===== src/sv/fifo_tlb_top_assert.svh =====
// ----------------------------------------------------------------------------
// fifo_tlb_top_assert.svh: assertion macros
// Shorthands for clocked concurrent assertions, used in fifo_tlb_top.
// ----------------------------------------------------------------------------
`ifndef FIFO_TLB_TOP_ASSERT_SVH
`define FIFO_TLB_TOP_ASSERT_SVH

// Checked on every rising edge of clk_i while reset is released.
`define FT_ASSERT(lbl, prop, msg) \
  lbl: assert property (@(posedge clk_i) disable iff (!rst_ni) prop) else $error(msg);

// Checked on every rising edge of clk_i, reset included.
`define FT_ASSERT_ALWAYS(lbl, prop, msg) \
  lbl: assert property (@(posedge clk_i) prop) else $error(msg);

`endif


===== src/sv/ftlb_pkg.sv =====
// ----------------------------------------------------------------------------
// ftlb_pkg: shared types and constants
// Sizes, request codes and the word types that travel along the cell chain.
// ----------------------------------------------------------------------------
package ftlb_pkg;

  localparam int TLB_DEPTH  = 16;
  localparam int PAGE_BITS  = 52;
  localparam int FRAME_BITS = 40;

  localparam int IDX_W     = (TLB_DEPTH > 1) ? $clog2(TLB_DEPTH) : 1;
  localparam int ACT_W     = 5;
  localparam int ACT_RESET = (TLB_DEPTH < 16) ? TLB_DEPTH : 16;

  localparam int APB_AW = 3;
  localparam int APB_DW = 32;
  localparam logic REG_ACTIVE_ENTRIES = 1'b0;

  typedef enum logic [1:0] {
    REQ_LOOKUP = 2'd0,
    REQ_INSERT = 2'd1,
    REQ_INVAL  = 2'd2
  } req_e;

  typedef struct packed {
    logic                  valid;
    logic [1:0]            req_type;
    logic [PAGE_BITS-1:0]  page;
    logic [FRAME_BITS-1:0] frame;
    logic                  hit;
    logic [FRAME_BITS-1:0] found;
  } tok_t;

  typedef struct packed {
    logic                  clear;
    logic [ACT_W-1:0]      n;
    logic                  wr_en;
    logic [IDX_W-1:0]      wr_idx;
    logic [PAGE_BITS-1:0]  wr_page;
    logic [FRAME_BITS-1:0] wr_frame;
  } ctrl_t;

endpackage


===== src/sv/ftlb_req_if.sv =====
// ----------------------------------------------------------------------------
// ftlb_req_if: request channel
// Valid/ready channel carrying one translation request word.
// ----------------------------------------------------------------------------
interface ftlb_req_if import ftlb_pkg::*; ();
  logic                  valid;
  logic                  ready;
  logic [1:0]            req_type;
  logic [PAGE_BITS-1:0]  page_number;
  logic [FRAME_BITS-1:0] new_frame;

  modport source (output valid, req_type, page_number, new_frame, input ready);
  modport sink (input valid, req_type, page_number, new_frame, output ready);
endinterface


===== src/sv/ftlb_resp_if.sv =====
// ----------------------------------------------------------------------------
// ftlb_resp_if: response channel
// Valid/ready channel carrying one translation result word.
// ----------------------------------------------------------------------------
interface ftlb_resp_if import ftlb_pkg::*; ();
  logic                  valid;
  logic                  ready;
  logic                  hit;
  logic [FRAME_BITS-1:0] found_frame;

  modport source (output valid, hit, found_frame, input ready);
  modport sink (input valid, hit, found_frame, output ready);
endinterface


===== src/sv/ftlb_cell.sv =====
// ----------------------------------------------------------------------------
// ftlb_cell: one translation entry
// Holds one page/frame pair, checks the passing request word against it,
// acts on a match and hands the word on to the next cell.
// ----------------------------------------------------------------------------
module ftlb_cell import ftlb_pkg::*; (
  input  logic             clk_i,
  input  logic             rst_ni,
  input  logic [IDX_W-1:0] idx_i,
  input  ctrl_t            ctrl_i,
  input  tok_t             tok_i,
  output tok_t             tok_o
);

  logic                  valid_q, valid_d;
  logic [PAGE_BITS-1:0]  page_q, page_d;
  logic [FRAME_BITS-1:0] frame_q, frame_d;
  tok_t                  tok_q, tok_d;
  logic                  in_use, match, first, wr_me;

  assign in_use = 32'(idx_i) < 32'(ctrl_i.n);
  assign match  = tok_i.valid && in_use && valid_q && (page_q == tok_i.page);
  assign first  = match && !tok_i.hit;
  assign wr_me  = ctrl_i.wr_en && (ctrl_i.wr_idx == idx_i);

  always_comb begin
    tok_d = tok_i;
    if (first) begin
      tok_d.hit = 1'b1;
      if (tok_i.req_type == REQ_LOOKUP) begin
        tok_d.found = frame_q;
      end
    end
  end

  always_comb begin
    valid_d = valid_q;
    page_d  = page_q;
    frame_d = frame_q;
    if (ctrl_i.clear) begin
      valid_d = 1'b0;
    end else if (wr_me) begin
      valid_d = 1'b1;
      page_d  = ctrl_i.wr_page;
      frame_d = ctrl_i.wr_frame;
    end else if (match && (tok_i.req_type == REQ_INVAL)) begin
      valid_d = 1'b0;
    end else if (first && (tok_i.req_type == REQ_INSERT)) begin
      frame_d = tok_i.frame;
    end
  end

  always_ff @(posedge clk_i or negedge rst_ni) begin
    if (!rst_ni) begin
      valid_q <= 1'b0;
      tok_q   <= '0;
    end else begin
      valid_q <= valid_d;
      tok_q   <= tok_d;
    end
  end

  always_ff @(posedge clk_i) begin
    page_q  <= page_d;
    frame_q <= frame_d;
  end

  assign tok_o = tok_q;

endmodule


===== src/sv/fifo_tlb_top.sv =====
// ----------------------------------------------------------------------------
// fifo_tlb_top: fully associative TLB with FIFO replacement
// Request and response channels, APB register port and the cell chain.
// ----------------------------------------------------------------------------
// Each request word walks down a chain of TLB_DEPTH entry cells, one cell per
// cycle, and one request is handled at a time: a new request is taken only
// when the chain is empty and the result register is free. From the last cell
// the result goes to the result register and then to the output register,
// which drives the response and holds it until it is accepted. A response
// may wait in the output register while the next request is already in the
// chain. Register active_entries (byte address 0) sets the number of entries
// in use, saturates at TLB_DEPTH, and every write to it empties the table.
module fifo_tlb_top import ftlb_pkg::*; (
  input  logic              clk_i,
  input  logic              rst_ni,
  ftlb_req_if.sink          req,
  ftlb_resp_if.source       resp,
  input  logic              psel,
  input  logic              penable,
  input  logic              pwrite,
  input  logic [APB_AW-1:0] paddr,
  input  logic [APB_DW-1:0] pwdata,
  output logic [APB_DW-1:0] prdata,
  output logic              pready
);

`include "fifo_tlb_top_assert.svh"

  tok_t                  tok [TLB_DEPTH+1];
  ctrl_t                 ctrl;
  logic [TLB_DEPTH-1:0]  tok_vld;
  logic [ACT_W-1:0]      act_q, act_d;
  logic [IDX_W-1:0]      ptr_q, ptr_d;
  logic                  busy_q, busy_d;
  logic                  done_vld_q, done_vld_d;
  logic                  done_hit_q;
  logic [FRAME_BITS-1:0] done_found_q;
  logic                  out_vld_q, out_vld_d;
  logic                  out_hit_q;
  logic [FRAME_BITS-1:0] out_found_q;
  logic                  accept, cfg_wr, tail, ins_miss, move;
  logic [31:0]           p_eff, p_nxt;

  assign pready = 1'b1;
  assign prdata = (paddr[2] == REG_ACTIVE_ENTRIES) ? APB_DW'(act_q) : '0;
  assign cfg_wr = psel && penable && pwrite && (paddr[2] == REG_ACTIVE_ENTRIES);

  always_comb begin
    if (32'(pwdata[ACT_W-1:0]) > TLB_DEPTH) begin
      act_d = ACT_W'(TLB_DEPTH);
    end else begin
      act_d = pwdata[ACT_W-1:0];
    end
  end

  assign req.ready = !busy_q && !done_vld_q;
  assign accept    = req.valid && req.ready;

  always_comb begin
    tok[0]          = '0;
    tok[0].valid    = accept;
    tok[0].req_type = req.req_type;
    tok[0].page     = req.page_number;
    tok[0].frame    = req.new_frame;
  end

  assign tail     = tok[TLB_DEPTH].valid;
  assign ins_miss = tail && (tok[TLB_DEPTH].req_type == REQ_INSERT) &&
                    !tok[TLB_DEPTH].hit && (act_q != '0);

  always_comb begin
    p_eff = (32'(ptr_q) >= 32'(act_q)) ? 32'd0 : 32'(ptr_q);
    p_nxt = (p_eff + 32'd1 >= 32'(act_q)) ? 32'd0 : p_eff + 32'd1;
  end

  always_comb begin
    ctrl.clear    = cfg_wr;
    ctrl.n        = act_q;
    ctrl.wr_en    = ins_miss;
    ctrl.wr_idx   = IDX_W'(p_eff);
    ctrl.wr_page  = tok[TLB_DEPTH].page;
    ctrl.wr_frame = tok[TLB_DEPTH].frame;
  end

  for (genvar i = 0; i < TLB_DEPTH; i++) begin : g_cell
    ftlb_cell u_cell (
      .clk_i  (clk_i),
      .rst_ni (rst_ni),
      .idx_i  (IDX_W'(i)),
      .ctrl_i (ctrl),
      .tok_i  (tok[i]),
      .tok_o  (tok[i+1])
    );
    assign tok_vld[i] = tok[i+1].valid;
  end

  assign move = done_vld_q && (!out_vld_q || resp.ready);

  always_comb begin
    busy_d     = busy_q;
    done_vld_d = done_vld_q;
    out_vld_d  = out_vld_q;
    ptr_d      = ptr_q;
    if (accept) begin
      busy_d = 1'b1;
    end else if (tail) begin
      busy_d = 1'b0;
    end
    if (tail) begin
      done_vld_d = 1'b1;
    end else if (move) begin
      done_vld_d = 1'b0;
    end
    if (move) begin
      out_vld_d = 1'b1;
    end else if (resp.ready) begin
      out_vld_d = 1'b0;
    end
    if (cfg_wr) begin
      ptr_d = '0;
    end else if (ins_miss) begin
      ptr_d = IDX_W'(p_nxt);
    end
  end

  always_ff @(posedge clk_i or negedge rst_ni) begin
    if (!rst_ni) begin
      act_q      <= ACT_W'(ACT_RESET);
      ptr_q      <= '0;
      busy_q     <= 1'b0;
      done_vld_q <= 1'b0;
      out_vld_q  <= 1'b0;
    end else begin
      if (cfg_wr) begin
        act_q <= act_d;
      end
      ptr_q      <= ptr_d;
      busy_q     <= busy_d;
      done_vld_q <= done_vld_d;
      out_vld_q  <= out_vld_d;
    end
  end

  always_ff @(posedge clk_i) begin
    if (tail) begin
      done_hit_q   <= tok[TLB_DEPTH].hit;
      done_found_q <= tok[TLB_DEPTH].found;
    end
    if (move) begin
      out_hit_q   <= done_hit_q;
      out_found_q <= done_found_q;
    end
  end

  assign resp.valid       = out_vld_q;
  assign resp.hit         = out_hit_q;
  assign resp.found_frame = out_found_q;

  `FT_ASSERT_ALWAYS(a_one_word_in_chain, $onehot0(tok_vld), "more than one word in the chain")
  `FT_ASSERT(a_done_free_at_tail, tail |-> !done_vld_q, "result overwritten at chain exit")
  `FT_ASSERT(a_ptr_cleared, cfg_wr |=> (ptr_q == '0), "pointer not cleared by config write")

endmodule


===== src/flat_wrapper.sv =====
// flat-port wrapper written by rule: the top's interface ports become plain ports
module fifo_tlb_top_flat import ftlb_pkg::*;
  (clk_i, rst_ni, psel, penable, pwrite, paddr, pwdata, prdata, pready, req_valid, req_req_type, req_page_number, req_new_frame, req_ready, resp_valid, resp_hit, resp_found_frame, resp_ready);
  ftlb_req_if req_i ();
  ftlb_resp_if resp_i ();
  input  logic clk_i;
  input  logic rst_ni;
  input  logic psel;
  input  logic penable;
  input  logic pwrite;
  input  logic [APB_AW-1:0] paddr;
  input  logic [APB_DW-1:0] pwdata;
  output logic [APB_DW-1:0] prdata;
  output logic pready;
  input wire logic [$bits(req_i.valid)-1:0] req_valid;
  input wire logic [$bits(req_i.req_type)-1:0] req_req_type;
  input wire logic [$bits(req_i.page_number)-1:0] req_page_number;
  input wire logic [$bits(req_i.new_frame)-1:0] req_new_frame;
  output wire logic [$bits(req_i.ready)-1:0] req_ready;
  output wire logic [$bits(resp_i.valid)-1:0] resp_valid;
  output wire logic [$bits(resp_i.hit)-1:0] resp_hit;
  output wire logic [$bits(resp_i.found_frame)-1:0] resp_found_frame;
  input wire logic [$bits(resp_i.ready)-1:0] resp_ready;
  assign req_i.valid = req_valid;
  assign req_i.req_type = req_req_type;
  assign req_i.page_number = req_page_number;
  assign req_i.new_frame = req_new_frame;
  assign req_ready = req_i.ready;
  assign resp_valid = resp_i.valid;
  assign resp_hit = resp_i.hit;
  assign resp_found_frame = resp_i.found_frame;
  assign resp_i.ready = resp_ready;
  fifo_tlb_top u_core (.clk_i(clk_i), .rst_ni(rst_ni), .req(req_i), .resp(resp_i), .psel(psel), .penable(penable), .pwrite(pwrite), .paddr(paddr), .pwdata(pwdata), .prdata(prdata), .pready(pready));
endmodule

===== config.mk =====
export PLATFORM = sky130hd
export DESIGN_NAME = fifo_tlb_top_flat
export DESIGN_NICKNAME = d
export VERILOG_FILES = /design/src/sv/ftlb_pkg.sv /design/src/sv/ftlb_req_if.sv /design/src/sv/ftlb_resp_if.sv /design/src/sv/ftlb_cell.sv /design/src/sv/fifo_tlb_top.sv /design/src/flat_wrapper.sv
export VERILOG_INCLUDE_DIRS = /design/src /design/src/sv
export SDC_FILE = /design/constraint.sdc
export NUM_CORES = 2
export LEC_CHECK = 0
export BUFFER_PORTS_ARGS = -buffer_cell sky130_fd_sc_hd__buf_2
export CORE_MARGIN = 8
export CORE_UTILIZATION = 56
export DETAILED_ROUTE_END_ITERATION = 10
export PLACE_DENSITY_LB_ADDON = 0.3
export SETUP_SLACK_MARGIN = 0.2
export SYNTH_ARGS = -nofsm -noshare
export SYNTH_HDL_FRONTEND = slang
export SYNTH_HIERARCHICAL = 1
export SYNTH_SLANG_ARGS = --single-unit

===== constraint.sdc =====
create_clock -name clk_i -period 6.9 [get_ports clk_i]
set_input_delay 1.035 -clock clk_i [delete_from_list [all_inputs] [get_ports clk_i]]
set_output_delay 1.035 -clock clk_i [all_outputs]
set_load 0.01 [all_outputs]

==> reports/metrics.cfg <==
[run_status]
status=complete, no violations

[placed_design]
place_congestion=0.891
portBuffers=154
hpwl_um=164000

[synthesis]
synth_top_area_share=0.415
seq_area_frac_synth=0.767
synthCells=7148
syn_area_mm2=0.133
ys.flop_type=dfrtp_1
synth_edf_count=1554
synth_top_cell_by_area=dfrtp_1
synth_seq_cells=3758
avgSynthCellArea_um2=18.6
synth_cell_types=50
synth_area_leaders=dfrtp_1 42%, edfxtp_1 35%, mux2_2 9.5%
synthArstFlopShare=0.586
yosysWarnings=6

[cts]
cts_hold_buf=0
cts-root-buf=clkbuf_16
clkTransAtPathRegs_ps=60
htree_levels=5
cts_buffer_depth=4
clock_latency_ps=960
post_cts_buffers=0
cts_sinks=3758
cts_repair_resize_count=0
cts_buffers=364
tritoncts=done

[critical_path]
path_max_fanout=43
startpoint_type=register
critPathRequiredTime_ps=7440
path_class=reg2reg
critPathArrivalTime_ps=6020
critPathCaptureType=register

[timing]
timing.final.crit_period_ps=5480
rsz0062_at_grt=no
worst_pin_slew_ps=1360
final_hold_viol_count=0
min_period_over_period=0.794
final_max_slew_viol_count=0
setup_viol=0
setup_tns_ps=0
maxSlewHeadroom=0.0863
clock_skew_ps=42.4
max_freq_ghz=0.182

[layout]
num-fill-cells=15800
seqCellArea_mm2=0.102
area_growth_pct=13.1
multiInputGateArea_mm2=0.0302
drive_gt1_frac=0.274
utilization=0.638
nets=8015
layout_common_cells=2202 x dfrtp_1, 1554 x edfxtp_1, 1121 x mux2_2
final_common_cell=dfrtp_1

[floorplan]
fp.dieArea_mm2=0.253
fp-row-count=178
fp.dieW_um=503
core-area_mm2=0.235
ioPinCount=212
start_util=0.564
die_h_um=503

[global_routing]
grt-ovfl-total=0
antenna_found_initial=16
grt_pass1_vias=64600
grt_max_degree=208
grt_use_total=0.195
grt_pass1_wl_um=383000

[routing]
routed_wl_um=244000
avgRoutedWirePerCell_um=21.7
dr.first_iter.drc_count=3728
routed_via_density=5.30
num_vias=59700
drc=0
dr.pass1.iters=5
ant_nets=0

[power_and_ir_drop]
p_int_w=0.0362
power_frac_clock=0.421
leakage_nw=57.5
cellPowerDensity_mw_per_mm2=304
pwr-share-seq=0.542
p_sw_w=0.00944
vdd_drop_max_v=0.000245
pwr-share-comb=0.037
sw_frac_of_total=0.207

[run]
cap_violations=0

[worst_hold_path]
hp-class=in2async

-- layout make-up --
cell class	instances	share of cell area
tap	3150	0.0263
inverter	153	0.00383
clock buffer	530	0.0707
multi-input combinational	3273	0.201
clock inverter	122	0.00749
antenna	9	0.000150
timing repair buffer	271	0.0120
sequential	3758	0.678
-- metal layers --
metal | global-route usage | vias up | share of wire
met5 | 0 | - | 0.00033
met4 | 0.0575 | 12 | 0.029
met3 | 0.0360 | 438 | 0.045
met2 | 0.302 | 1186 | 0.46
met1 | 0.286 | 31000 | 0.47
li1 | - | 27000 | -
-- Yosys cell counts, types with 18 or more instances --
master	n
and2_1	22
nand4_1	208
nor2_1	39
nand2b_1	35
buf_4	28
clkbuf_1	80
edfxtp_1	1554
o21ai_0	41
nand3b_1	19
dfrtp_1	2203
xnor2_1	657
nand2_1	55
mux2_2	1121
a21oi_1	33
nor4_1	96
a221oi_1	32
nand3_1	50
nor3b_1	18
inv_1	153
xor2_1	160
ha_1	58
or2_2	33
nand4b_1	32
buf_6	64
mux2_4	160
nor2b_1	19
-- worst max-delay path, cell delays in order (launching register included) --
cell	delay, ps
dfrtp_1	330
buf_4	270
inv_1	160
ha_1	340
a21oi_1	140
o21ai_0	110
a31oi_1	530
and2_1	620
inv_1	130
a21oi_1	260
nand4bb_4	830
nor2_4	360
a21o_2	880
-- state kept, by name (all words and copies together) (netlist names) --
name and count:
u_core/g_cell.u_cell/valid_q 16, u_core/resp.found_frame 40, u_core/busy_q 1, u_core/done_hit_q 1, u_core/resp.hit 1, u_core/ptr_q 4
u_core/done_vld_q 1, u_core/g_cell.u_cell/tok_o 2176, u_core/resp.valid 1, u_core/g_cell.u_cell/page_q 832, u_core/done_found_q 40, u_core/act_q 5
u_core/g_cell.u_cell/frame_q 640
-- power by group through the flow --
| stage | sequential [W] | combinational [W] | clock [W] |
|---|---|---|---|
| 2_1_floorplan | 0.0250 | 0.000950 | 0 |
| 3_3_place_gp | 0.0251 | 0.00161 | 0 |
| 3_5_place_dp | 0.0252 | 0.00167 | 0 |
| 4_1_cts | 0.0248 | 0.00169 | 0.0197 |
| 5_1_grt | 0.0248 | 0.00187 | 0.0206 |
| 6_report | 0.0248 | 0.00167 | 0.0192 |
-- path summary, 6_finish.rpt --
check / from / end / slack, ps / cells past startpoint
setup / recovery: u_core/act_q[2]$_DFFE_PN0P_ / u_core/g_cell[2].u_cell/frame_q[18]$_DFFE_PP_ / 1420 / 12
hold reg to reg: u_core/g_cell[0].u_cell/tok_o[57]$_DFF_PN0_ / u_core/g_cell[1].u_cell/tok_o[57]$_DFF_PN0_ / 360 / 0
setup reg to reg: u_core/act_q[2]$_DFFE_PN0P_ / u_core/g_cell[2].u_cell/frame_q[18]$_DFFE_PP_ / 1420 / 12
min in group clk_i: req_page_number[15] / u_core/g_cell[0].u_cell/tok_o[96]$_DFF_PN0_ / 210 / 1
hold / removal: rst_ni / u_core/g_cell[4].u_cell/tok_o[123]$_DFF_PN0_ / 50 / 1
max in group asynchronous: rst_ni / u_core/g_cell[13].u_cell/tok_o[106]$_DFF_PN0_ / 4880 / 2
-- logic make-up after synthesis --
family                   Yosys count  share of synthesized area
AO/OA/AOI/OAI                    179                    0.00929
buffers and inverters            326                     0.0136
adder cells (fa/ha/maj)           58                    0.00547
other                              2                  0.0000566
flip-flops                      3758                      0.767
XOR/XNOR                         817                     0.0539
AND/OR/NAND/NOR                  727                     0.0370
multiplexers                    1281                      0.113
-- through the flow --
step	power, W	hold WS [ps]	worst slack, ps	area (µm²)	std cells
floorplan	0.0259	346	215	133000	7357
global placement	0.0267	352	1640	138000	10600
detailed placement	0.0269	353	1510	138000	10600
CTS	0.0461	132	1450	150000	11300
global route	0.0473	148	1160	150000	11300
finish	0.0457	52.5	1420	150000	11300
(Power assumes the default switching activity.)
